**config.mk**
```make
export PLATFORM = sky130hd
export DESIGN_NAME = button_sequence_recognizer_top_flat
export DESIGN_NICKNAME = d
export VERILOG_FILES = /design/src/sv/bsr_pkg.sv /design/src/sv/bsr_req_if.sv /design/src/sv/bsr_rsp_if.sv /design/src/sv/bsr_csr.sv /design/src/sv/bsr_core.sv /design/src/sv/button_sequence_recognizer_top.sv /design/src/flat_wrapper.sv
export VERILOG_INCLUDE_DIRS = /design/src /design/src/sv
export SDC_FILE = /design/constraint.sdc
export NUM_CORES = 1
export LEC_CHECK = 0
export BUFFER_PORTS_ARGS = -buffer_cell sky130_fd_sc_hd__buf_2
export CORE_ASPECT_RATIO = 0.7
export CORE_MARGIN = 2
export CORE_UTILIZATION = 45
export DETAILED_ROUTE_END_ITERATION = 10
export GPL_TIMING_DRIVEN = 0
export PLACE_DENSITY = 0.74
export SLEW_MARGIN = 20
export SYNTH_ARGS = -nofsm -noshare
export SYNTH_HDL_FRONTEND = slang
export SYNTH_HIERARCHICAL = 1
export SYNTH_SLANG_ARGS = --single-unit
```
**constraint.sdc**
```tcl
create_clock -name clock -period 5.4 [get_ports clock]
set_input_delay 0.54 -clock clock [delete_from_list [all_inputs] [get_ports clock]]
set_output_delay 0.54 -clock clock [all_outputs]
set_load 0.005 [all_outputs]
```
**src/sv/assert_macros.svh**
```systemverilog
// assertion helpers shared by the rtl files
// both sample on clock and are off while reset is high
`ifndef ASSERT_MACROS_SVH
`define ASSERT_MACROS_SVH

// same-cycle implication
`define BSR_ASSERT_NOW(label, ante, cons) \
   label: assert property (@(posedge clock) disable iff (reset) (ante) |-> (cons)) \
      else $error("bsr check failed");

// next-cycle implication
`define BSR_ASSERT_NEXT(label, ante, cons) \
   label: assert property (@(posedge clock) disable iff (reset) (ante) |=> (cons)) \
      else $error("bsr check failed");

`endif

```
**src/sv/bsr_pkg.sv**
```systemverilog
`timescale 1ns / 1ps
// ----------------------------------------------------------------------------
// bsr_pkg
// shared widths, codes and types of the button sequence recognizer
// ----------------------------------------------------------------------------
package bsr_pkg;

   localparam int HISTORY_DEPTH = 4;
   localparam int COUNT_W       = $clog2(HISTORY_DEPTH + 1);

   localparam int BUTTON_W    = 2;
   localparam int TIME_W      = 32;
   localparam int WINDOW_W    = 16;
   localparam int FLASH_W     = 4;
   localparam int CMD_W       = 3;
   localparam int ACT_W       = 2;
   localparam int CSR_INDEX_W = 3;
   localparam int CSR_DATA_W  = 16;

   // input item kinds
   localparam logic KIND_PRESS  = 1'b0;
   localparam logic KIND_UPDATE = 1'b1;

   // button codes
   localparam logic [BUTTON_W-1:0] BTN_A = BUTTON_W'(0);
   localparam logic [BUTTON_W-1:0] BTN_B = BUTTON_W'(1);

   // pending actions
   localparam logic [ACT_W-1:0] ACT_NONE     = ACT_W'(0);
   localparam logic [ACT_W-1:0] ACT_OBEY     = ACT_W'(1);
   localparam logic [ACT_W-1:0] ACT_AMBER    = ACT_W'(2);
   localparam logic [ACT_W-1:0] ACT_DEGRADED = ACT_W'(3);

   // output commands
   localparam logic [CMD_W-1:0] CMD_NONE      = CMD_W'(0);
   localparam logic [CMD_W-1:0] CMD_FLASH     = CMD_W'(1);
   localparam logic [CMD_W-1:0] CMD_REJECT    = CMD_W'(2);
   localparam logic [CMD_W-1:0] CMD_RED       = CMD_W'(3);
   localparam logic [CMD_W-1:0] CMD_AMBER     = CMD_W'(4);
   localparam logic [CMD_W-1:0] CMD_EXIT_DEG  = CMD_W'(5);
   localparam logic [CMD_W-1:0] CMD_ENTER_DEG = CMD_W'(6);

   // register indexes
   localparam logic [CSR_INDEX_W-1:0] REG_SHORT_WINDOW = CSR_INDEX_W'(0);
   localparam logic [CSR_INDEX_W-1:0] REG_LONG_WINDOW  = CSR_INDEX_W'(1);
   localparam logic [CSR_INDEX_W-1:0] REG_REJECT       = CSR_INDEX_W'(2);
   localparam logic [CSR_INDEX_W-1:0] REG_OBEY_FLASH   = CSR_INDEX_W'(3);
   localparam logic [CSR_INDEX_W-1:0] REG_AMBER_FLASH  = CSR_INDEX_W'(4);
   localparam logic [CSR_INDEX_W-1:0] REG_DEG_FLASH    = CSR_INDEX_W'(5);

   // register reset values
   localparam logic [WINDOW_W-1:0] SHORT_WINDOW_RESET = WINDOW_W'(12000);
   localparam logic [WINDOW_W-1:0] LONG_WINDOW_RESET  = WINDOW_W'(18000);
   localparam logic [WINDOW_W-1:0] REJECT_RESET       = WINDOW_W'(2000);
   localparam logic [FLASH_W-1:0]  OBEY_FLASH_RESET   = FLASH_W'(2);
   localparam logic [FLASH_W-1:0]  AMBER_FLASH_RESET  = FLASH_W'(3);
   localparam logic [FLASH_W-1:0]  DEG_FLASH_RESET    = FLASH_W'(4);

   typedef struct packed {
      logic                kind;
      logic [BUTTON_W-1:0] button;
      logic [TIME_W-1:0]   time_ms;
      logic                menu_open;
      logic                signal_busy;
      logic                degraded_ok;
      logic                degraded_governs;
      logic                light_in_fault;
   } bsr_item_type;

   typedef struct packed {
      logic [CMD_W-1:0]    command;
      logic [FLASH_W-1:0]  flash_count;
      logic [WINDOW_W-1:0] duration_ms;
      logic                rearm_amber;
      logic                local_amber;
   } bsr_result_type;

   typedef struct packed {
      logic [WINDOW_W-1:0] short_window_ms;
      logic [WINDOW_W-1:0] long_window_ms;
      logic [WINDOW_W-1:0] reject_ms;
      logic [FLASH_W-1:0]  obey_flashes;
      logic [FLASH_W-1:0]  amber_flashes;
      logic [FLASH_W-1:0]  degraded_flashes;
   } bsr_cfg_type;

endpackage

```
**src/sv/bsr_req_if.sv**
```systemverilog
`timescale 1ns / 1ps
// ----------------------------------------------------------------------------
// bsr_req_if
// request channel: press and update items
// ----------------------------------------------------------------------------
interface bsr_req_if import bsr_pkg::*; ();

   logic                valid;
   logic                ready;
   logic                kind;
   logic [BUTTON_W-1:0] button;
   logic [TIME_W-1:0]   time_ms;
   logic                menu_open;
   logic                signal_busy;
   logic                degraded_ok;
   logic                degraded_governs;
   logic                light_in_fault;

   modport source (
      output valid, kind, button, time_ms, menu_open, signal_busy,
             degraded_ok, degraded_governs, light_in_fault,
      input  ready
   );

   modport sink (
      input  valid, kind, button, time_ms, menu_open, signal_busy,
             degraded_ok, degraded_governs, light_in_fault,
      output ready
   );

endinterface

```
**src/sv/bsr_rsp_if.sv**
```systemverilog
`timescale 1ns / 1ps
// ----------------------------------------------------------------------------
// bsr_rsp_if
// response channel: light commands
// ----------------------------------------------------------------------------
interface bsr_rsp_if import bsr_pkg::*; ();

   logic                valid;
   logic                ready;
   logic [CMD_W-1:0]    command;
   logic [FLASH_W-1:0]  flash_count;
   logic [WINDOW_W-1:0] duration_ms;
   logic                rearm_amber;
   logic                local_amber;

   modport source (
      output valid, command, flash_count, duration_ms, rearm_amber, local_amber,
      input  ready
   );

   modport sink (
      input  valid, command, flash_count, duration_ms, rearm_amber, local_amber,
      output ready
   );

endinterface

```
**src/sv/bsr_csr.sv**
```systemverilog
`timescale 1ns / 1ps
// ----------------------------------------------------------------------------
// bsr_csr
// window, duration and flash count registers
// ----------------------------------------------------------------------------
module bsr_csr import bsr_pkg::*; (
   input  logic                   clock,
   input  logic                   reset,
   input  logic                   csr_wr_en,
   input  logic [CSR_INDEX_W-1:0] csr_index,
   input  logic [CSR_DATA_W-1:0]  csr_wdata,
   output bsr_cfg_type            cfg
);

   bsr_cfg_type cfg_ff;

   always_ff @(posedge clock) begin
      if (reset) begin
         cfg_ff.short_window_ms  <= SHORT_WINDOW_RESET;
         cfg_ff.long_window_ms   <= LONG_WINDOW_RESET;
         cfg_ff.reject_ms        <= REJECT_RESET;
         cfg_ff.obey_flashes     <= OBEY_FLASH_RESET;
         cfg_ff.amber_flashes    <= AMBER_FLASH_RESET;
         cfg_ff.degraded_flashes <= DEG_FLASH_RESET;
      end else if (csr_wr_en) begin
         unique case (csr_index)
            REG_SHORT_WINDOW: cfg_ff.short_window_ms  <= csr_wdata[WINDOW_W-1:0];
            REG_LONG_WINDOW:  cfg_ff.long_window_ms   <= csr_wdata[WINDOW_W-1:0];
            REG_REJECT:       cfg_ff.reject_ms        <= csr_wdata[WINDOW_W-1:0];
            REG_OBEY_FLASH:   cfg_ff.obey_flashes     <= csr_wdata[FLASH_W-1:0];
            REG_AMBER_FLASH:  cfg_ff.amber_flashes    <= csr_wdata[FLASH_W-1:0];
            REG_DEG_FLASH:    cfg_ff.degraded_flashes <= csr_wdata[FLASH_W-1:0];
            default: ;  // unmapped index, write dropped
         endcase
      end
   end

   assign cfg = cfg_ff;

endmodule

```
**src/sv/bsr_core.sv**
```systemverilog
`timescale 1ns / 1ps
`include "assert_macros.svh"
// ----------------------------------------------------------------------------
// bsr_core
// press history, gesture match and pending action, one item per fire
// ----------------------------------------------------------------------------
module bsr_core import bsr_pkg::*; (
   input  logic           clock,
   input  logic           reset,
   input  logic           fire,
   input  bsr_item_type   item,
   input  bsr_cfg_type    cfg,
   output bsr_result_type result
);

   // history is a shift line, newest press at entry 0
   logic [BUTTON_W-1:0] button_ff [HISTORY_DEPTH];
   logic [TIME_W-1:0]   time_ff   [HISTORY_DEPTH];
   logic [COUNT_W-1:0]  count_ff, count_in;
   logic [ACT_W-1:0]    pending_ff, pending_in;
   logic                amber_ff, amber_in;

   logic [TIME_W-1:0]   age [HISTORY_DEPTH];
   logic [TIME_W-1:0]   long_win;
   logic [TIME_W-1:0]   short_win;
   logic [COUNT_W-1:0]  kept;
   logic [COUNT_W-1:0]  kept_cap;
   logic                quad_hit;
   logic                triple_hit;
   logic                push;
   bsr_result_type      res;

   assign long_win  = TIME_W'(cfg.long_window_ms);
   assign short_win = TIME_W'(cfg.short_window_ms);

   // ages modulo 2^32, then count of entries surviving the purge
   always_comb begin
      kept = '0;
      for (int i = 0; i < HISTORY_DEPTH; i++) begin
         age[i] = item.time_ms - time_ff[i];
         if (COUNT_W'(i) < count_ff && age[i] <= long_win) begin
            kept = COUNT_W'(i + 1);
         end
      end
   end

   // full history loses its oldest entry
   assign kept_cap = (kept == COUNT_W'(HISTORY_DEPTH)) ? COUNT_W'(HISTORY_DEPTH - 1) : kept;

   // a-b-a-b, oldest at entry 2 before the shift
   assign quad_hit = (kept_cap >= COUNT_W'(3)) &&
                     (button_ff[2] == BTN_A) && (button_ff[1] == BTN_B) &&
                     (button_ff[0] == BTN_A) && (item.button == BTN_B) &&
                     (age[2] <= long_win);

   // three of the same a or b
   assign triple_hit = (kept_cap >= COUNT_W'(2)) &&
                       ((item.button == BTN_A) || (item.button == BTN_B)) &&
                       (button_ff[1] == item.button) && (button_ff[0] == item.button) &&
                       (age[1] <= short_win);

   always_comb begin
      res        = '0;
      count_in   = count_ff;
      pending_in = pending_ff;
      amber_in   = amber_ff;
      push       = 1'b0;
      if (item.kind == KIND_PRESS) begin
         if (item.menu_open) begin
            count_in = '0;
         end else if (!item.signal_busy && pending_ff == ACT_NONE) begin
            push     = 1'b1;
            count_in = kept_cap + COUNT_W'(1);
            if (quad_hit) begin
               count_in = '0;
               if (item.degraded_ok) begin
                  pending_in      = ACT_DEGRADED;
                  res.command     = CMD_FLASH;
                  res.flash_count = cfg.degraded_flashes;
               end else begin
                  res.command     = CMD_REJECT;
                  res.duration_ms = cfg.reject_ms;
               end
            end else if (triple_hit) begin
               count_in    = '0;
               res.command = CMD_FLASH;
               if (item.button == BTN_A) begin
                  pending_in      = ACT_OBEY;
                  res.flash_count = cfg.obey_flashes;
               end else begin
                  pending_in      = ACT_AMBER;
                  res.flash_count = cfg.amber_flashes;
               end
            end
         end
      end else begin
         if (pending_ff != ACT_NONE && !item.signal_busy) begin
            pending_in = ACT_NONE;
            unique case (pending_ff)
               ACT_OBEY: begin
                  amber_in    = 1'b0;
                  res.command = item.degraded_governs ? CMD_EXIT_DEG : CMD_RED;
               end
               ACT_AMBER: begin
                  amber_in    = 1'b1;
                  res.command = item.degraded_governs ? CMD_EXIT_DEG : CMD_AMBER;
               end
               ACT_DEGRADED: begin
                  amber_in    = 1'b0;
                  res.command = CMD_ENTER_DEG;
               end
               default: ;
            endcase
         end
         res.rearm_amber = amber_in && !item.signal_busy && !item.degraded_governs &&
                           !item.light_in_fault && (res.command != CMD_AMBER);
      end
      res.local_amber = amber_in;
   end

   assign result = res;

   always_ff @(posedge clock) begin
      if (reset) begin
         count_ff   <= '0;
         pending_ff <= ACT_NONE;
         amber_ff   <= 1'b0;
      end else if (fire) begin
         count_ff   <= count_in;
         pending_ff <= pending_in;
         amber_ff   <= amber_in;
      end
   end

   always_ff @(posedge clock) begin
      if (fire && push) begin
         button_ff[0] <= item.button;
         time_ff[0]   <= item.time_ms;
         for (int i = 1; i < HISTORY_DEPTH; i++) begin
            button_ff[i] <= button_ff[i-1];
            time_ff[i]   <= time_ff[i-1];
         end
      end
   end

   `BSR_ASSERT_NOW(a_count_bound, 1'b1, count_ff <= COUNT_W'(HISTORY_DEPTH))
   `BSR_ASSERT_NEXT(a_pending_blocks_press,
      fire && (item.kind == KIND_PRESS) && (pending_ff != ACT_NONE),
      pending_ff == $past(pending_ff))
   `BSR_ASSERT_NEXT(a_gesture_clears_history,
      fire && (res.command == CMD_FLASH || res.command == CMD_REJECT),
      count_ff == '0)

endmodule

```
**src/sv/button_sequence_recognizer_top.sv**
```systemverilog
`timescale 1ns / 1ps
`include "assert_macros.svh"
// ----------------------------------------------------------------------------
// button_sequence_recognizer_top
// Remote button gesture recognizer. Items arrive as beats on req_bus: a
// press (kind 0) with button code and millisecond timestamp, or a periodic
// update (kind 1) with the light status flags. Every beat in produces
// exactly one beat on rsp_bus carrying a light command, flash count, reject
// duration and the held local amber flags.
// Registers are written on csr_* (write enable, index, data); unknown indexes
// are dropped. Write only while the block is idle; it does not enforce this.
// Path: a taken beat is held in the input register, evaluated against the
// history there and registered in the result register that drives rsp_bus.
// Throughput: one beat per cycle while rsp_bus.ready is high; the history
// compare and age subtracts sit between the input and result registers.
// Stall: while rsp_bus.ready is low the result holds, one more beat may sit
// in the input register, then req_bus.ready drops.
// Reset (synchronous, high) clears the history count, pending action, held
// amber and both valid flags and loads the register defaults.
// ----------------------------------------------------------------------------
module button_sequence_recognizer_top import bsr_pkg::*; (
   input  logic                   clock,
   input  logic                   reset,
   input  logic                   csr_wr_en,
   input  logic [CSR_INDEX_W-1:0] csr_index,
   input  logic [CSR_DATA_W-1:0]  csr_wdata,
   bsr_req_if.sink                req_bus,
   bsr_rsp_if.source              rsp_bus
);

   bsr_cfg_type    cfg;
   bsr_item_type   req_item;
   bsr_item_type   s0_item_ff;
   logic           s0_valid_ff, s0_valid_in;
   bsr_result_type result;
   bsr_result_type out_result_ff;
   logic           out_valid_ff, out_valid_in;
   logic           advance;
   logic           fire;
   logic           req_take;

   // configuration registers
   bsr_csr u_csr (
      .clock     (clock),
      .reset     (reset),
      .csr_wr_en (csr_wr_en),
      .csr_index (csr_index),
      .csr_wdata (csr_wdata),
      .cfg       (cfg)
   );

   // pack the request beat
   assign req_item.kind             = req_bus.kind;
   assign req_item.button           = req_bus.button;
   assign req_item.time_ms          = req_bus.time_ms;
   assign req_item.menu_open        = req_bus.menu_open;
   assign req_item.signal_busy      = req_bus.signal_busy;
   assign req_item.degraded_ok      = req_bus.degraded_ok;
   assign req_item.degraded_governs = req_bus.degraded_governs;
   assign req_item.light_in_fault   = req_bus.light_in_fault;

   // result register frees up when empty or being taken
   assign advance  = !out_valid_ff || rsp_bus.ready;
   // input stage item is evaluated and state committed
   assign fire     = s0_valid_ff && advance;
   assign req_bus.ready = !s0_valid_ff || advance;
   assign req_take = req_bus.valid && req_bus.ready;

   assign s0_valid_in  = req_take || (s0_valid_ff && !advance);
   assign out_valid_in = fire || (out_valid_ff && !rsp_bus.ready);

   always_ff @(posedge clock) begin
      if (reset) begin
         s0_valid_ff  <= 1'b0;
         out_valid_ff <= 1'b0;
      end else begin
         s0_valid_ff  <= s0_valid_in;
         out_valid_ff <= out_valid_in;
      end
   end

   // input register
   always_ff @(posedge clock) begin
      if (req_take) begin
         s0_item_ff <= req_item;
      end
   end

   // history, gesture match and action sequencing
   bsr_core u_core (
      .clock  (clock),
      .reset  (reset),
      .fire   (fire),
      .item   (s0_item_ff),
      .cfg    (cfg),
      .result (result)
   );

   // result register
   always_ff @(posedge clock) begin
      if (fire) begin
         out_result_ff <= result;
      end
   end

   assign rsp_bus.valid       = out_valid_ff;
   assign rsp_bus.command     = out_result_ff.command;
   assign rsp_bus.flash_count = out_result_ff.flash_count;
   assign rsp_bus.duration_ms = out_result_ff.duration_ms;
   assign rsp_bus.rearm_amber = out_result_ff.rearm_amber;
   assign rsp_bus.local_amber = out_result_ff.local_amber;

   // a stalled input stage keeps its beat
   `BSR_ASSERT_NEXT(a_stage_holds, s0_valid_ff && !advance,
      s0_valid_ff && (s0_item_ff == $past(s0_item_ff)))
   // flash count only travels with a flash command
   `BSR_ASSERT_NOW(a_flash_only_with_flash,
      out_valid_ff && (out_result_ff.command != CMD_FLASH),
      out_result_ff.flash_count == '0)
   // duration only travels with a reject
   `BSR_ASSERT_NOW(a_duration_only_with_reject,
      out_valid_ff && (out_result_ff.command != CMD_REJECT),
      out_result_ff.duration_ms == '0)

endmodule
```
**src/flat_wrapper.sv**
```systemverilog
// flat-port wrapper written by rule: the top's interface ports become plain ports
module button_sequence_recognizer_top_flat import bsr_pkg::*;
  (clock, reset, csr_wr_en, csr_index, csr_wdata, req_bus_valid, req_bus_kind, req_bus_button, req_bus_time_ms, req_bus_menu_open, req_bus_signal_busy, req_bus_degraded_ok, req_bus_degraded_governs, req_bus_light_in_fault, req_bus_ready, rsp_bus_valid, rsp_bus_command, rsp_bus_flash_count, rsp_bus_duration_ms, rsp_bus_rearm_amber, rsp_bus_local_amber, rsp_bus_ready);
  bsr_req_if req_bus_i ();
  bsr_rsp_if rsp_bus_i ();
  input  logic clock;
  input  logic reset;
  input  logic csr_wr_en;
  input  logic [CSR_INDEX_W-1:0] csr_index;
  input  logic [CSR_DATA_W-1:0] csr_wdata;
  input wire logic [$bits(req_bus_i.valid)-1:0] req_bus_valid;
  input wire logic [$bits(req_bus_i.kind)-1:0] req_bus_kind;
  input wire logic [$bits(req_bus_i.button)-1:0] req_bus_button;
  input wire logic [$bits(req_bus_i.time_ms)-1:0] req_bus_time_ms;
  input wire logic [$bits(req_bus_i.menu_open)-1:0] req_bus_menu_open;
  input wire logic [$bits(req_bus_i.signal_busy)-1:0] req_bus_signal_busy;
  input wire logic [$bits(req_bus_i.degraded_ok)-1:0] req_bus_degraded_ok;
  input wire logic [$bits(req_bus_i.degraded_governs)-1:0] req_bus_degraded_governs;
  input wire logic [$bits(req_bus_i.light_in_fault)-1:0] req_bus_light_in_fault;
  output wire logic [$bits(req_bus_i.ready)-1:0] req_bus_ready;
  output wire logic [$bits(rsp_bus_i.valid)-1:0] rsp_bus_valid;
  output wire logic [$bits(rsp_bus_i.command)-1:0] rsp_bus_command;
  output wire logic [$bits(rsp_bus_i.flash_count)-1:0] rsp_bus_flash_count;
  output wire logic [$bits(rsp_bus_i.duration_ms)-1:0] rsp_bus_duration_ms;
  output wire logic [$bits(rsp_bus_i.rearm_amber)-1:0] rsp_bus_rearm_amber;
  output wire logic [$bits(rsp_bus_i.local_amber)-1:0] rsp_bus_local_amber;
  input wire logic [$bits(rsp_bus_i.ready)-1:0] rsp_bus_ready;
  assign req_bus_i.valid = req_bus_valid;
  assign req_bus_i.kind = req_bus_kind;
  assign req_bus_i.button = req_bus_button;
  assign req_bus_i.time_ms = req_bus_time_ms;
  assign req_bus_i.menu_open = req_bus_menu_open;
  assign req_bus_i.signal_busy = req_bus_signal_busy;
  assign req_bus_i.degraded_ok = req_bus_degraded_ok;
  assign req_bus_i.degraded_governs = req_bus_degraded_governs;
  assign req_bus_i.light_in_fault = req_bus_light_in_fault;
  assign req_bus_ready = req_bus_i.ready;
  assign rsp_bus_valid = rsp_bus_i.valid;
  assign rsp_bus_command = rsp_bus_i.command;
  assign rsp_bus_flash_count = rsp_bus_i.flash_count;
  assign rsp_bus_duration_ms = rsp_bus_i.duration_ms;
  assign rsp_bus_rearm_amber = rsp_bus_i.rearm_amber;
  assign rsp_bus_local_amber = rsp_bus_i.local_amber;
  assign rsp_bus_i.ready = rsp_bus_ready;
  button_sequence_recognizer_top u_core (.clock(clock), .reset(reset), .csr_wr_en(csr_wr_en), .csr_index(csr_index), .csr_wdata(csr_wdata), .req_bus(req_bus_i), .rsp_bus(rsp_bus_i));
endmodule
```
Yosys cells after proc, flatten, opt, wreduce, memory -nomap -nowiden
Memories as Yosys holds them, arrays and structs flattened.
Cells that the tools add are included.
{"block": "totals", "register_bits": 133, "ramBits": 136, "inputBits": 64, "out_inout_bits": 27, "elab_cells": 159, "memories": 2}
{"memory": "u_core.u_core.time_ff", "words": 4, "width": 32, "read_ports": 4, "rd_ports_with_merged_regs": 0, "wr": 4, "line": "bsr_core.sv:18", "source": "logic [TIME_W-1:0] time_ff [HISTORY_DEPTH];"}
{"memory": "u_core.u_core.button_ff", "words": 4, "width": 2, "read_ports": 3, "rd_ports_with_merged_regs": 0, "wr": 4, "line": "bsr_core.sv:17", "source": "logic [BUTTON_W-1:0] button_ff [HISTORY_DEPTH];"}
{"block": "op_classes", "n_addsub": 5, "order_cmp": 11, "n_eq_ne": 17, "muxes": 41, "bitwise_logic": 3, "n_reduce_logical": 56}
{"operator": "32-bit by 16-bit less-or-equal comparator with 1-bit output", "count": 5}
{"operator": "32-bit subtractor", "count": 4}
{"operator": "23-bit 2-to-1 mux", "count": 2}
{"operator": "3-bit 2-to-1 mux", "count": 12}
{"operator": "16-bit 2-to-1 mux", "count": 2}
{"operator": "1-bit logical AND", "count": 24}
{"operator": "2-bit 2-to-1 mux", "count": 9}
{"operator": "2-bit AND reduction", "count": 6}
{"operator": "1-bit 2-to-1 mux", "count": 10}
{"operator": "3-bit == test, second input constant", "count": 3}
{"operator": "3-bit case mux with 3 select lines", "count": 1}
{"operator": "2-bit logical NOT", "count": 4}
{"operator": "4-bit 2-to-1 mux", "count": 2}
{"operator": "1-bit logical NOT", "count": 7}
{"operator": "7-bit 2-to-1 mux", "count": 1}
{"operator": "2-bit by 1-bit == test with 1-bit output, second input constant", "count": 3}
{"operator": "3-bit by 2-bit == test with 1-bit output, second input constant", "count": 2}
{"operator": "3-bit by 2-bit greater-or-equal comparator with 1-bit output, second input constant", "count": 2}
{"operator": "1-bit by 3-bit < comparator with 1-bit output, first input constant", "count": 2}
{"operator": "2-bit by 3-bit < comparator with 1-bit output, first input constant", "count": 2}
{"operator": "6-bit AND reduction", "count": 1}
{"operator": "2-bit nonzero test", "count": 3}
{"operator": "1-bit logical OR", "count": 5}
{"operator": "5-bit 2-to-1 mux", "count": 1}
{"operator": "other kinds (16)", "count": 20}

Depth between registers and ports, before layout
Gate-level depths: netlist of the first run.
An unclocked memory read counts as a cell.
{"block": "depth", "word_depth": 20, "mapped_depth": 25, "depth_no_buf": 24}

Modules after synthesis
Netlist of the first run, hierarchy kept.
{"mod": "bsr_core", "n_inst": 1, "cells_each": 1691, "area_per_inst_um2": 14649.0, "seq_area_each_um2": 4144.0}
{"mod": "bsr_csr", "n_inst": 1, "cells_each": 235, "area_per_inst_um2": 2449.8, "seq_area_each_um2": 1201.2}
{"mod": "button_sequence_recognizer_top", "n_inst": 1, "cells_each": 75, "area_per_inst_um2": 2055.7, "seq_area_each_um2": 1991.9}

Worst setup path after synthesis of the first run
No wires, ideal clock.
{"block": "synth_timing", "path_type": "register to register", "startpoint": "register u_core/s0_item_ff[11] in the netlist's numbering", "endpoint": "register u_core.out_result_ff, in the netlist u_core/rsp_bus.flash_count[3] (data pin)", "setup_ns": 0.158, "arrival_time_ns": 4.901, "required_ns": 5.242, "slack_ns": 0.341, "path_stages_with_launch": 22, "n_path_buf": 0, "period_less_slack_ns": 5.059, "cell_sequence": "edfxtp_1 ha_1 a2111o_1 o2111a_1 o21ai_1 nand2_1 a21o_1 a21oi_1 xnor2_1 ha_1 nand4_1 nor3_1 mux2i_1 a21oi_1 nor4_1 o2111ai_1 or4_1 nor4_1 a32o_2 nand2_4 mux2_4 a211oi_2"}
{"block": "synth_via", "elab_chain_len": 16, "word_cells_on_any_way": 32, "classes_between": "4 x add/sub; 7 x order compare; 1 x eq/ne; 7 x mux; 13 x reduce/logical"}
{"item": "start, declared", "line": "button_sequence_recognizer_top.sv:33", "source": "bsr_item_type s0_item_ff;"}
{"item": "start signal, assigned", "line": "button_sequence_recognizer_top.sv:85", "source": "s0_item_ff <= req_item;"}
{"item": "32-bit subtractor", "line": "bsr_core.sv:40", "source": "age[i] = item.time_ms - time_ff[i];"}
{"item": "32-bit by 16-bit less-or-equal comparator with 1-bit output", "line": "bsr_core.sv:41", "source": "if (COUNT_W'(i) < count_ff && age[i] <= long_win) begin"}
{"item": "1-bit logical AND", "line": "bsr_core.sv:41"}
{"item": "1-bit 2-to-1 mux", "line": "bsr_core.sv:41"}
{"item": "3-bit 2-to-1 mux (3 in a row)", "line": "bsr_core.sv:41"}
{"item": "3-bit == test", "line": "bsr_core.sv:48", "source": "assign kept_cap = (kept == COUNT_W'(HISTORY_DEPTH)) ? COUNT_W'(HISTORY_DEPTH - 1) : kept;"}
{"item": "3-bit 2-to-1 mux", "line": "bsr_core.sv:48"}
{"item": "3-bit by 2-bit greater-or-equal comparator with 1-bit output, on equally long branches", "line": "bsr_core.sv:57, bsr_core.sv:51"}
{"item": "1-bit logical AND, on equally long branches", "line": "bsr_core.sv:57, bsr_core.sv:51"}
{"item": "1-bit logical AND, on equally long branches", "line": "bsr_core.sv:58, bsr_core.sv:52"}
{"item": "1-bit logical AND, on equally long branches", "line": "bsr_core.sv:59, bsr_core.sv:52"}
{"item": "1-bit logical AND, on equally long branches", "line": "bsr_core.sv:59, bsr_core.sv:53"}
{"item": "5-bit 2-to-1 mux or 1-bit logical AND (tied branches)", "line": "bsr_core.sv:84, bsr_core.sv:53"}
{"item": "7-bit 2-to-1 mux (*)", "line": "bsr_core.sv:74", "source": "if (quad_hit) begin"}
{"item": "end signal, assigned", "line": "button_sequence_recognizer_top.sv:102", "source": "out_result_ff <= result;"}
{"item": "end, declared", "line": "button_sequence_recognizer_top.sv:36", "source": "bsr_result_type out_result_ff;"}
Every way passes the cells marked *; elsewhere a longest branch is shown, timed or not.
A chain may end at the register's enable or synchronous reset.

Final worst setup path of the first run
{"block": "layout_timing", "startpoint": "register u_core/s0_item_ff[6] in the netlist's numbering", "endpoint": "register u_core.out_result_ff, in the netlist u_core/rsp_bus.duration_ms[9] (data pin)"}
{"block": "layout_via", "elab_chain_len": 17, "word_cells_on_any_way": 26, "classes_between": "4 x add/sub; 5 x order compare; 1 x eq/ne; 5 x mux; 1 x bitwise; 10 x reduce/logical"}
{"item": "32-bit subtractor", "line": "bsr_core.sv:40"}
{"item": "32-bit by 16-bit less-or-equal comparator with 1-bit output", "line": "bsr_core.sv:41"}
{"item": "1-bit logical AND", "line": "bsr_core.sv:41"}
{"item": "1-bit 2-to-1 mux", "line": "bsr_core.sv:41"}
{"item": "3-bit 2-to-1 mux (3 in a row)", "line": "bsr_core.sv:41"}
{"item": "3-bit == test", "line": "bsr_core.sv:48"}
{"item": "3-bit 2-to-1 mux", "line": "bsr_core.sv:48"}
{"item": "3-bit by 2-bit greater-or-equal comparator with 1-bit output", "line": "bsr_core.sv:51", "source": "assign quad_hit = (kept_cap >= COUNT_W'(3)) &&"}
{"item": "1-bit logical AND", "line": "bsr_core.sv:51"}
{"item": "1-bit logical AND (2 in a row)", "line": "bsr_core.sv:52", "source": "(button_ff[2] == BTN_A) && (button_ff[1] == BTN_B) &&"}
{"item": "1-bit logical AND", "line": "bsr_core.sv:53", "source": "(button_ff[0] == BTN_A) && (item.button == BTN_B) &&"}
{"item": "1-bit logical AND (*)", "line": "bsr_core.sv:53"}
{"item": "1-bit NOT (no source line) (*)"}
{"item": "5-bit OR reduction (no source line) (*)"}
Marks and branches as above.

==> results of run 1 <==
==> cell usage in the layout, fill, tap and decap left out, types with 15 or more instances in the layout <==
| cell type | instances |
|---|---|
| dfxtp_1 | 68 |
| buf_4 | 41 |
| nor3_1 | 32 |
| inv_1 | 182 |
| buf_2 | 100 |
| nor2_1 | 139 |
| and2_1 | 21 |
| nand4_1 | 37 |
| clkbuf_1 | 36 |
| nand2_1 | 126 |
| nand2b_1 | 79 |
| mux2i_1 | 74 |
| a31oi_1 | 15 |
| a21o_1 | 48 |
| a211oi_1 | 23 |
| o21ai_0 | 81 |
| clkbuf_16 | 29 |
| ha_1 | 197 |
| a21oi_1 | 137 |
| o211ai_1 | 23 |
| xor2_1 | 31 |
| o21a_1 | 32 |
| nand3_1 | 37 |
| edfxtp_1 | 199 |
| xnor2_1 | 56 |
| nor2b_1 | 19 |
==> layout make-up <==
| type | count | area share (%) |
|---|---|---|
| inverter | 185 | 3.22 |
| clock inverter | 21 | 0.903 |
| sequential | 267 | 33.5 |
| tap | 552 | 3.15 |
| multi-input combinational | 1487 | 50.9 |
| timing repair buffer | 125 | 3.45 |
| buffer | 62 | 1.37 |
| clock buffer | 33 | 3.52 |
==> cell families (layout without fill, tap and decap cells) <==
kind of cell / after synthesis / after routing / synth area share, %
AO/OA/AOI/OAI: 512 / 512 / 18.0
XOR/XNOR: 88 / 88 / 4.02
adder cells (fa/ha/maj): 208 / 208 / 13.7
buffers and inverters: 247 / 426 / 5.14
flip-flops: 267 / 267 / 38.3
multiplexers: 81 / 81 / 4.30
AND/OR/NAND/NOR: 598 / 598 / 16.5
==> flip-flops by register name (all words and copies together), names as in the netlist, 2 cells and up <==
signal and cells:
u_core/u_csr/cfg 60, u_core/rsp_bus.duration_ms 16, u_core/rsp_bus.command 3, u_core/u_core/time_ff 128, u_core/u_core/count_ff 3, u_core/u_core/button_ff 6
u_core/s0_item_ff 40, u_core/u_core/pending_ff 2, u_core/rsp_bus.flash_count 4
==> repair_timing <==
item	in CTS	in global routing
gates resized for setup	57	16
setup buffers	28	10
hold endpoints to repair	0	0
setup endpoints to repair	27	27
pin swaps	40	12
==> cell usage after synthesis (5+ instances only) <==
cell type  instances  area (sq um)
and4_1             5          43.8
a311oi_1           5          43.8
o21bai_1           7          52.6
dfxtp_1           68          1360
xor2_1            31           272
inv_1            185           694
buf_4              5          37.5
or4_1              5          37.5
nor2_1           140           526
mux2_2             6          67.6
o21a_1            32           240
ha_1             204          2550
clkbuf_1          35           131
xnor2_1           57           499
o21ai_1            9          45.0
nand2b_1          79           494
o211ai_1          23           173
nand4_1           37           231
and3_1            14          87.6
buf_2             16          80.1
nand3_1           40           200
a21oi_1          145           726
mux2i_1           74           741
a21o_1            48           360
a211oi_1          23           173
a31o_2             7          61.3
a31oi_1           16           100
o31a_1            12           105
o21ai_0           85           425
nor2b_1           23           144
nand2_1          128           480
nor4_1             9          56.3
and2_1            30           188
o22ai_1            5          31.3
or3_1              9          56.3
or2_2              8          50.1
edfxtp_1         199          5980
nor3_1            33           165
a21oi_2            7          61.3
o311ai_0           5          43.8
o2111ai_1         10          87.6
a21boi_0          11          82.6
==> power by group through the flow <==
stage	logic, W	clock network [W]	registers, W
5_1_grt	0.00112	0.00215	0.00230
3_3_place_gp	0.000907	0	0.00235
2_1_floorplan	0.000696	0	0.00232
4_1_cts	0.000985	0.00206	0.00230
3_5_place_dp	0.000933	0	0.00235
6_report	0.00102	0.00202	0.00230
==> stage by stage <==
stage               utilization (%)  total power (W)  worst slack [ps]
global placement               48.1          0.00326             -1150
global route                   51.9          0.00557              -344
detailed placement             48.2          0.00328             -1250
floorplan                         -          0.00301               341
CTS                            51.6          0.00534             -28.6
finish                         51.9          0.00534              -164
==> worst max-delay path, delay by kind of cell, from the launching register on <==
family                   cells  cell delay [ps]
XOR/XNOR                     1              160
AO/OA/AOI/OAI                5             1140
AND/OR/NAND/NOR             11             2480
buffers and inverters        2              340
flip-flops                   1              510
adder cells (fa/ha/maj)      2              750
==> metal layers <==
metal  vias up  wire (um)  global-route usage (%)
met3        80       3980                    3.04
met5         -          0                       0
li1       7641          -                       -
met2       621      22700                    35.9
met1      7653      26300                    36.1
met4         0       1020                    4.84
==> worst paths after layout <==
kind                                              startpoint                       endpoint  slack (ps)  cells after the start
worst max register to register          u_core/s0_item_ff[6]  u_core/rsp_bus.duration_ms[9]        -160                     21
worst min-delay path                     req_bus_time_ms[20]          u_core/s0_item_ff[25]         140                      1
worst min register to register  u_core/u_core/time_ff[0][15]   u_core/u_core/time_ff[1][15]         430                      0
worst max-delay path                    u_core/s0_item_ff[6]  u_core/rsp_bus.duration_ms[9]        -160                     21
==> metrics.csv, run 1 <==
metric,value,unit
Max Cap Violations,0,
Hold Buf Count CTS,0,
Antenna Nets Post-Route,0,
DP Wirelength,41.7,mm
area of the core,0.0422,sq mm
Period minus WS final,5560,ps
Non-Filler Instances,2732,
Fill cells,3762,
placed cell count,2640,
leak pwr,9.21,nW
share of layout cells above drive strength 1,14.4,%
clk root buf,clkbuf_16,
total track usage,23.7,%
Core Rows,63,
Internal,0.00383,W
initial drt markers,1289,
Pwr Density,244,mW/mm^2
setup tns final,-3080,ps
TritonCTS buffer count,29,
die area,0.0443,sq mm
synthesized area,0.0192,sq mm
Setup-failing EPs final,24,
Max Root-Sink Buffers,3,
synthesized flop and latch total,267,
Mapped Cells,2001,
outcome,"finished, violations left",
fin crit share,103,%
DRT Wirelength,54.0,mm
Final WS setup,-164,ps
CP dominant cell by count,o31a_1,
sw frac,28.1,%
library cells used by synthesis,105,
kind of start point of the critical path,flip-flop,
nets,2429,
Critical Path End Type,flip-flop,
Ports,91,
"slowest stage cell, crit path",or4_4,
total grt overflow,0,
Avg WL per Cell,19.8,um
initial core utilization,45.4,%
Worst EP arrival,5970,ps
fraction of registers with async set/reset,0,%
net count after synthesis,2273,
relative slew slack,35.6,%
crit path cell chain,clkinvlp_4 > fa_2 > nor2b_2 > o211ai_1 > and2_4 > o31a_1 > xnor2_2 > ha_1 > nand4_1 > nor3_1 > nor2_1 > o31a_1 > nor4_2 > o2111ai_1 > or4_4 > nor4_4 > a32o_2 > nand2_4 > nor3_4 > buf_6 > and2_1,
Final Hold Fails,0,
CP Data Required Time,5810,ps
dpl cell area,0.0203,sq mm
crit-path max cell delay,570,ps
clock share of power,37.8,%
Syn. warnings,6,
sequential area share after synthesis,38.3,%
critical path peak fanout,10,
DRC,0,
Reg power frac,43.1,%
register area,0.00734,sq mm
vias in the first global route,15205,
RSZ-0062 raised after global routing,true,
Post-synth EDFFs,199,
Synth-to-Final Area Change,14.3,%
Post-Route Hold Slack,139,ps
clock sink count,267,
"Reg clk slew, reported paths",60,ps
DR pass1 iterations,5,
first-pass GRT wire length,82.6,mm
H-tree levels,1,
clk_skew,29.3,ps
initial antenna violation count,1,
Synth Area per Inst,9.57,sq um
peak supply drop,0.000276,V
Psw,0.00150,W
violated checks,setup timing,
fin. max-slew vios,0,
HP Class,primary input to flip-flop,
diode count,0,
Final Wtd Congestion,0.915,
Slew @ Worst Pin,959,ps
final instance area,0.0219,sq mm
combinational share of power,19.1,%
Skew-Pair Late Insertion Delay,580,ps
via count,15995,
Vias/cell,5.85,
multi-input logic area,0.0111,sq mm
Most used DFF post-synth,edfxtp_1,
Die Wd,251,um
Port Buffers,86,
largest net degree at the start of global routing,104,
die height,177,um
FMAX,180,MHz
TritonCTS clock tree,yes,
crit path kind,flip-flop to flip-flop,
Note: power is estimated with default switching activity, not from simulation.
==> run 2, diff against run 1 <==
RECOVER_POWER = 25   (was default)
==> run 2 against run 1 <==
  * The run still ends with setup timing left
  * Wire length down 0.10%
  * First-iteration DRC count grew 1.6%
  * Worst hold slack about the same
  * Clock-buffer cell count stayed put
  * Worst setup slack worse by 5.7 ps
  * Sequential share of layout area about the same
  * Critical endpoint is now u_core/u_core/pending_ff[1]
  * Non-clock buffer count is the same
==> metrics.csv, run 2 (synthesized netlist as in run 1, its figures left out) <==
metric,value,unit,change
dpl cell area,0.0203,sq mm,unchanged
DRC,0,,unchanged
met2 GRT Util,35.9,%,unchanged
pre-CTS setup slack,-1250,ps,unchanged
final instance area,0.0219,sq mm,about the same
fin. max-slew vios,0,,unchanged
first-pass GRT wire length,82.6,mm,unchanged
fin crit share,103,%,about the same
share of layout cells above drive strength 1,14.4,%,about the same
Largest register FFs,128,,unchanged
die area,0.0443,sq mm,unchanged
"slowest stage cell, crit path",edfxtp_1,,was or4_4
met1 Usage GRT,36.1,%,unchanged
Vias/cell,5.86,,was 5.85
Fill cells,3762,,unchanged
kind of start point of the critical path,flip-flop,,unchanged
register area,0.00734,sq mm,unchanged
critical path capture point,u_core/u_core/pending_ff[1],,was u_core/rsp_bus.duration_ms[9]
Final Wtd Congestion,0.915,,unchanged
Pwr Density,244,mW/mm^2,about the same
most frequent cells in the layout,"edfxtp_1 (199), ha_1 (197), inv_1 (182)",,unchanged
crit-path max cell delay,510,ps,was 570 ps
depth of the most critical reg-to-reg path,25,,was 21
met3 Use GR,3.04,%,unchanged
Synth-to-Final Area Change,14.3,%,about the same
Skew-Pair Late Insertion Delay,580,ps,about the same
clock sink count,267,,unchanged
largest net degree at the start of global routing,104,,unchanged
via count,16008,,was 15995
placed cell count,2640,,unchanged
Critical Path End Type,flip-flop,,unchanged
violated checks,setup timing,,unchanged
total track usage,23.7,%,unchanged
nets,2429,,unchanged
DR pass1 iterations,6,,was 5
initial drt markers,1310,,was 1289
Antenna Nets Post-Route,0,,unchanged
critical path depth,25,,was 21
initial core utilization,45.4,%,unchanged
Period minus WS final,5570,ps,was 5560 ps
reg2reg start,u_core/s0_item_ff[6],,unchanged
clk root buf,clkbuf_16,,unchanged
CP dominant cell by count,o31a_1,,unchanged
Slew @ Worst Pin,953,ps,was 959 ps
most flop-heavy register,u_core/u_core/time_ff,,unchanged
"Reg clk slew, reported paths",60,ps,about the same
vias in the first global route,15205,,unchanged
H-tree levels,1,,unchanged
relative slew slack,35.9,%,was 35.6%
HP Class,primary input to flip-flop,,unchanged
Post-Route Hold Slack,139,ps,about the same
leak pwr,9.21,nW,about the same
TritonCTS clock tree,yes,,unchanged
crit path kind,flip-flop to flip-flop,,unchanged
Ports,91,,unchanged
"leading cell type in the layout, fill and taps excluded",edfxtp_1,,unchanged
Worst EP arrival,6010,ps,was 5970 ps
diode count,0,,unchanged
Die Wd,251,um,unchanged
Final WS setup,-170,ps,was -164 ps
Final Hold Fails,0,,unchanged
RSZ-0062 raised after global routing,true,,unchanged
Worst Path Buf+Inv,3,,was 2
Setup-failing EPs final,24,,unchanged
beginning of the critical path,u_core/s0_item_ff[6],,unchanged
initial antenna violation count,1,,unchanged
outcome,"finished, violations left",,unchanged
Reg-to-Reg End,u_core/u_core/pending_ff[1],,was u_core/rsp_bus.duration_ms[9]
Most Crowded Layer GR,met1,,unchanged
Port Buffers,86,,unchanged
clk_skew,30.1,ps,was 29.3 ps
TritonCTS buffer count,29,,unchanged
cell count of the worst hold path,1,,unchanged
FMAX,180,MHz,about the same
Max Root-Sink Buffers,3,,unchanged
Register-to-Register Setup Slack,-170,ps,was -160 ps
Non-Filler Instances,2732,,unchanged
total grt overflow,0,,unchanged
critical path peak fanout,4,,was 10
crit-path leading delay family,compound AO/OA/AOI/OAI gates,,was simple AND/OR/NAND/NOR gates
DP Wirelength,41.7,mm,unchanged
CP Data Required Time,5840,ps,was 5810 ps
multi-input logic area,0.0111,sq mm,unchanged
Core Rows,63,,unchanged
area of the core,0.0422,sq mm,unchanged
peak supply drop,0.000276,V,about the same
die height,177,um,unchanged
Max Cap Violations,0,,unchanged
DRT Wirelength,53.9,mm,was 54.0 mm
Avg WL per Cell,19.7,um,was 19.8 um
Hold Buf Count CTS,0,,unchanged
-- run 2: cell type report --
cell class	instances	area share (%)
tap	552	3.15
clock inverter	21	0.903
buffer	62	1.37
sequential	267	33.5
inverter	185	3.22
clock buffer	33	3.52
multi-input combinational	1487	50.9
timing repair buffer	125	3.43
-- run 2: metal layers --
layer,wire length (um),share of wire [%]
met3,3900,7.2
met2,22600,42
met4,1100,2.0
met1,26300,49
met5,0,0
-- run 2: what timing repair did --
item / in CTS / in global routing
gates cloned: 0 / 0
gates resized for setup: 57 / 16
endpoints found under the setup margin: 27 / 27
setup buffers: 28 / 10
pin swaps: 40 / 12
-- run 2: how the worst min path moves through the flow --
stage,to,from,slack (ps)
6_report,u_core/s0_item_ff[32],req_bus_time_ms[27],140
5_1_grt,u_core/s0_item_ff[26],req_bus_time_ms[21],120
4_1_cts,u_core/s0_item_ff[32],req_bus_time_ms[27],110
3_5_place_dp,u_core/u_core/time_ff[2][21],u_core/u_core/time_ff[1][21],430
3_3_place_gp,u_core/u_core/time_ff[1][8],u_core/u_core/time_ff[0][8],430
2_1_floorplan,u_core/u_core/time_ff[0][0],u_core/s0_item_ff[5],430
-- run 2: where the power goes --
part           internal (W)  switching (W)  total (W)
clock network       0.00117       0.000847    0.00202
registers           0.00225      0.0000510    0.00230
logic              0.000417       0.000602    0.00102
total               0.00383        0.00150    0.00533
-- run 2: stage by stage --
step                TNS, ps  util, %  total power, W
finish                -3160     51.9         0.00533
global route          -6670     51.9         0.00557
CTS                    -340     51.6         0.00534
detailed placement   -27930     48.2         0.00328
global placement     -71310     48.1         0.00326
floorplan                 0        -         0.00301
==> run 3, diff against run 2 <==
SETUP_SLACK_MARGIN = 0.4   (was default)
==> run 3 against run 2 <==
  * The run still ends with setup timing left
  * Critical path type unchanged
  * Register-to-register slack better by 80 ps
  * Worst setup slack better by 75 ps
  * Global-route usage is 0.057 points higher
==> metrics.csv, run 3 (synthesized netlist as in run 1, its figures left out) <==
metric,value,unit,change
peak supply drop,0.000233,V,was 0.000276 V
"Reg clk slew, reported paths",60,ps,about the same
Post-Route Hold Slack,141,ps,was 139 ps
Reg-to-Reg End,u_core/rsp_bus.duration_ms[12],,was u_core/u_core/pending_ff[1]
Pwr Density,239,mW/mm^2,was 244 mW/mm^2
Final Hold Fails,0,,unchanged
Register-to-Register Setup Slack,-90,ps,was -170 ps
Fill cells,3762,,unchanged
outcome,"finished, violations left",,unchanged
share of layout cells above drive strength 1,14.0,%,was 14.4%
Largest register FFs,128,,unchanged
Hold Buf Count CTS,0,,unchanged
TritonCTS clock tree,yes,,unchanged
nets,2429,,unchanged
relative slew slack,44.2,%,was 35.9%
Period minus WS final,5490,ps,was 5570 ps
Die Wd,251,um,unchanged
most frequent cells in the layout,"ha_1 (200), edfxtp_1 (199), inv_1 (182)",,"was edfxtp_1 (199), ha_1 (197), inv_1 (182)"
initial core utilization,45.4,%,unchanged
total track usage,23.8,%,was 23.7%
pre-CTS setup slack,-1130,ps,was -1250 ps
largest net degree at the start of global routing,115,,was 104
Final WS setup,-94.4,ps,was -170 ps
area of the core,0.0422,sq mm,unchanged
crit path kind,flip-flop to flip-flop,,unchanged
Vias/cell,5.83,,was 5.86
Ports,91,,unchanged
clk_skew,35.7,ps,was 30.1 ps
total grt overflow,0,,unchanged
Max Cap Violations,0,,unchanged
initial antenna violation count,0,,was 1
depth of the most critical reg-to-reg path,21,,was 25
WHS Endpoint,u_core/s0_item_ff[32],,unchanged
DRC,0,,unchanged
hold_sp,req_bus_time_ms[27],,unchanged
leak pwr,9.15,nW,was 9.21 nW
beginning of the critical path,u_core/s0_item_ff[6],,unchanged
Antenna Nets Post-Route,0,,unchanged
DRT Wirelength,54.0,mm,was 53.9 mm
most flop-heavy register,u_core/u_core/time_ff,,unchanged
Avg WL per Cell,19.8,um,was 19.7 um
Max Root-Sink Buffers,3,,unchanged
reg2reg start,u_core/s0_item_ff[6],,unchanged
Worst EP arrival,5910,ps,was 6010 ps
vias in the first global route,14917,,was 15205
die area,0.0443,sq mm,unchanged
CP Data Required Time,5820,ps,was 5840 ps
fin. max-slew vios,0,,unchanged
kind of start point of the critical path,flip-flop,,unchanged
critical path peak fanout,10,,was 4
initial drt markers,1354,,was 1310
"leading cell type in the layout, fill and taps excluded",ha_1,,was edfxtp_1
FMAX,182,MHz,was 180 MHz
cell count of the worst hold path,1,,unchanged
Slew @ Worst Pin,830,ps,was 953 ps
HP Class,primary input to flip-flop,,unchanged
Non-Filler Instances,2731,,was 2732
Setup-failing EPs final,22,,was 24
clock sink count,267,,unchanged
TritonCTS buffer count,29,,unchanged
Critical Path End Type,flip-flop,,unchanged
fin crit share,102,%,was 103%
first-pass GRT wire length,83.0,mm,was 82.6 mm
Final Wtd Congestion,0.926,,was 0.915
RSZ-0062 raised after global routing,true,,unchanged
Core Rows,63,,unchanged
clk root buf,clkbuf_16,,unchanged
H-tree levels,1,,unchanged
DP Wirelength,41.8,mm,was 41.7 mm
violated checks,setup timing,,unchanged
die height,177,um,unchanged
Port Buffers,86,,unchanged
placed cell count,2640,,unchanged
via count,15934,,was 16008
DR pass1 iterations,6,,unchanged
Skew-Pair Late Insertion Delay,580,ps,about the same
Synth-to-Final Area Change,13.9,%,was 14.3%
## run 3: changes by cell type in the layout (fill, tap and decap cells not counted), moves of 3 or more
cell and change:
buf_4 -6, buf_6 +4, ha_1 +3, clkbuf_1 +6, mux2i_1 -3, nor2_2 +3, nor2_1 -3, clkinv_2 -5
## run 3: routing by layer
metal | wire length (um) | vias to the layer above | GRT usage, %
met1 | 26400 | 7683 | 36.6
met2 | 22700 | 537 | 35.6
met5 | 0 | - | 0
met3 | 3770 | 69 | 3.04
met4 | 1100 | 0 | 4.67
li1 | - | 7645 | -
## run 3: how the worst max path moves through the flow
stage,to,slack [ps]
floorplan,u_core/rsp_bus.flash_count[3],420
global placement,u_core/rsp_bus.duration_ms[7],-1070
detailed placement,u_core/rsp_bus.duration_ms[12],-1130
CTS,u_core/rsp_bus.duration_ms[12],-10
global route,u_core/rsp_bus.duration_ms[7],-280
finish,u_core/rsp_bus.duration_ms[12],-90
## run 3: power breakdown
| part | switching [W] | leakage, nW | internal, W | total [W] |
|---|---|---|---|---|
| Sequential | 0.0000505 | 2.38 | 0.00225 | 0.00230 |
| Clock | 0.000834 | 0.442 | 0.00108 | 0.00192 |
| Combinational | 0.000596 | 6.32 | 0.000411 | 0.00101 |
| Total | 0.00148 | 9.15 | 0.00374 | 0.00522 |
## run 3: layout make-up
class / instances / area (sq um) / area share, %
timing repair buffer: 125 / 766 / 3.51
clock inverter: 15 / 121 / 0.556
multi-input combinational: 1487 / 11100 / 50.9
sequential: 267 / 7340 / 33.6
inverter: 185 / 708 / 3.25
clock buffer: 37 / 787 / 3.61
tap: 552 / 691 / 3.17
antenna: 1 / 2.50 / 0.0115
buffer: 62 / 294 / 1.35
## run 3: critical path, stage by stage, from the launching register on
cell and delay [ps]:
edfxtp_1 470, ha_1 320, nor2b_4 130, o31a_1 340, o21ai_4 170, nand2_2 90
a311oi_2 250, xnor2_1 140, ha_1 320, nand4_1 180, nor3_2 280, mux2i_1 260
a21oi_2 80, nor4_2 190, o2111ai_1 160, or4_4 560, nor4_4 330, a32o_2 400
nand2_4 120, nor3_4 220, buf_6 160, and2_1 150
## run 3: metrics by stage
step                      power, W  utilization [%]  setup TNS (ps)  cell area [sq um]
after CTS                  0.00524             51.3           -70.4              21600
after floorplan            0.00302                -               0              19200
after global routing       0.00545             51.7           -6170              21800
after global placement     0.00326             48.1          -71080              20300
after detailed placement   0.00328             48.2          -25090              20300
final                      0.00522             51.7           -1420              21800
## run 3: repair_timing
action	in CTS	in global routing
gates cloned	0	0
resized for setup	48	31
setup endpoints to repair	27	27
pin swaps	43	11
buffers inserted	30	8
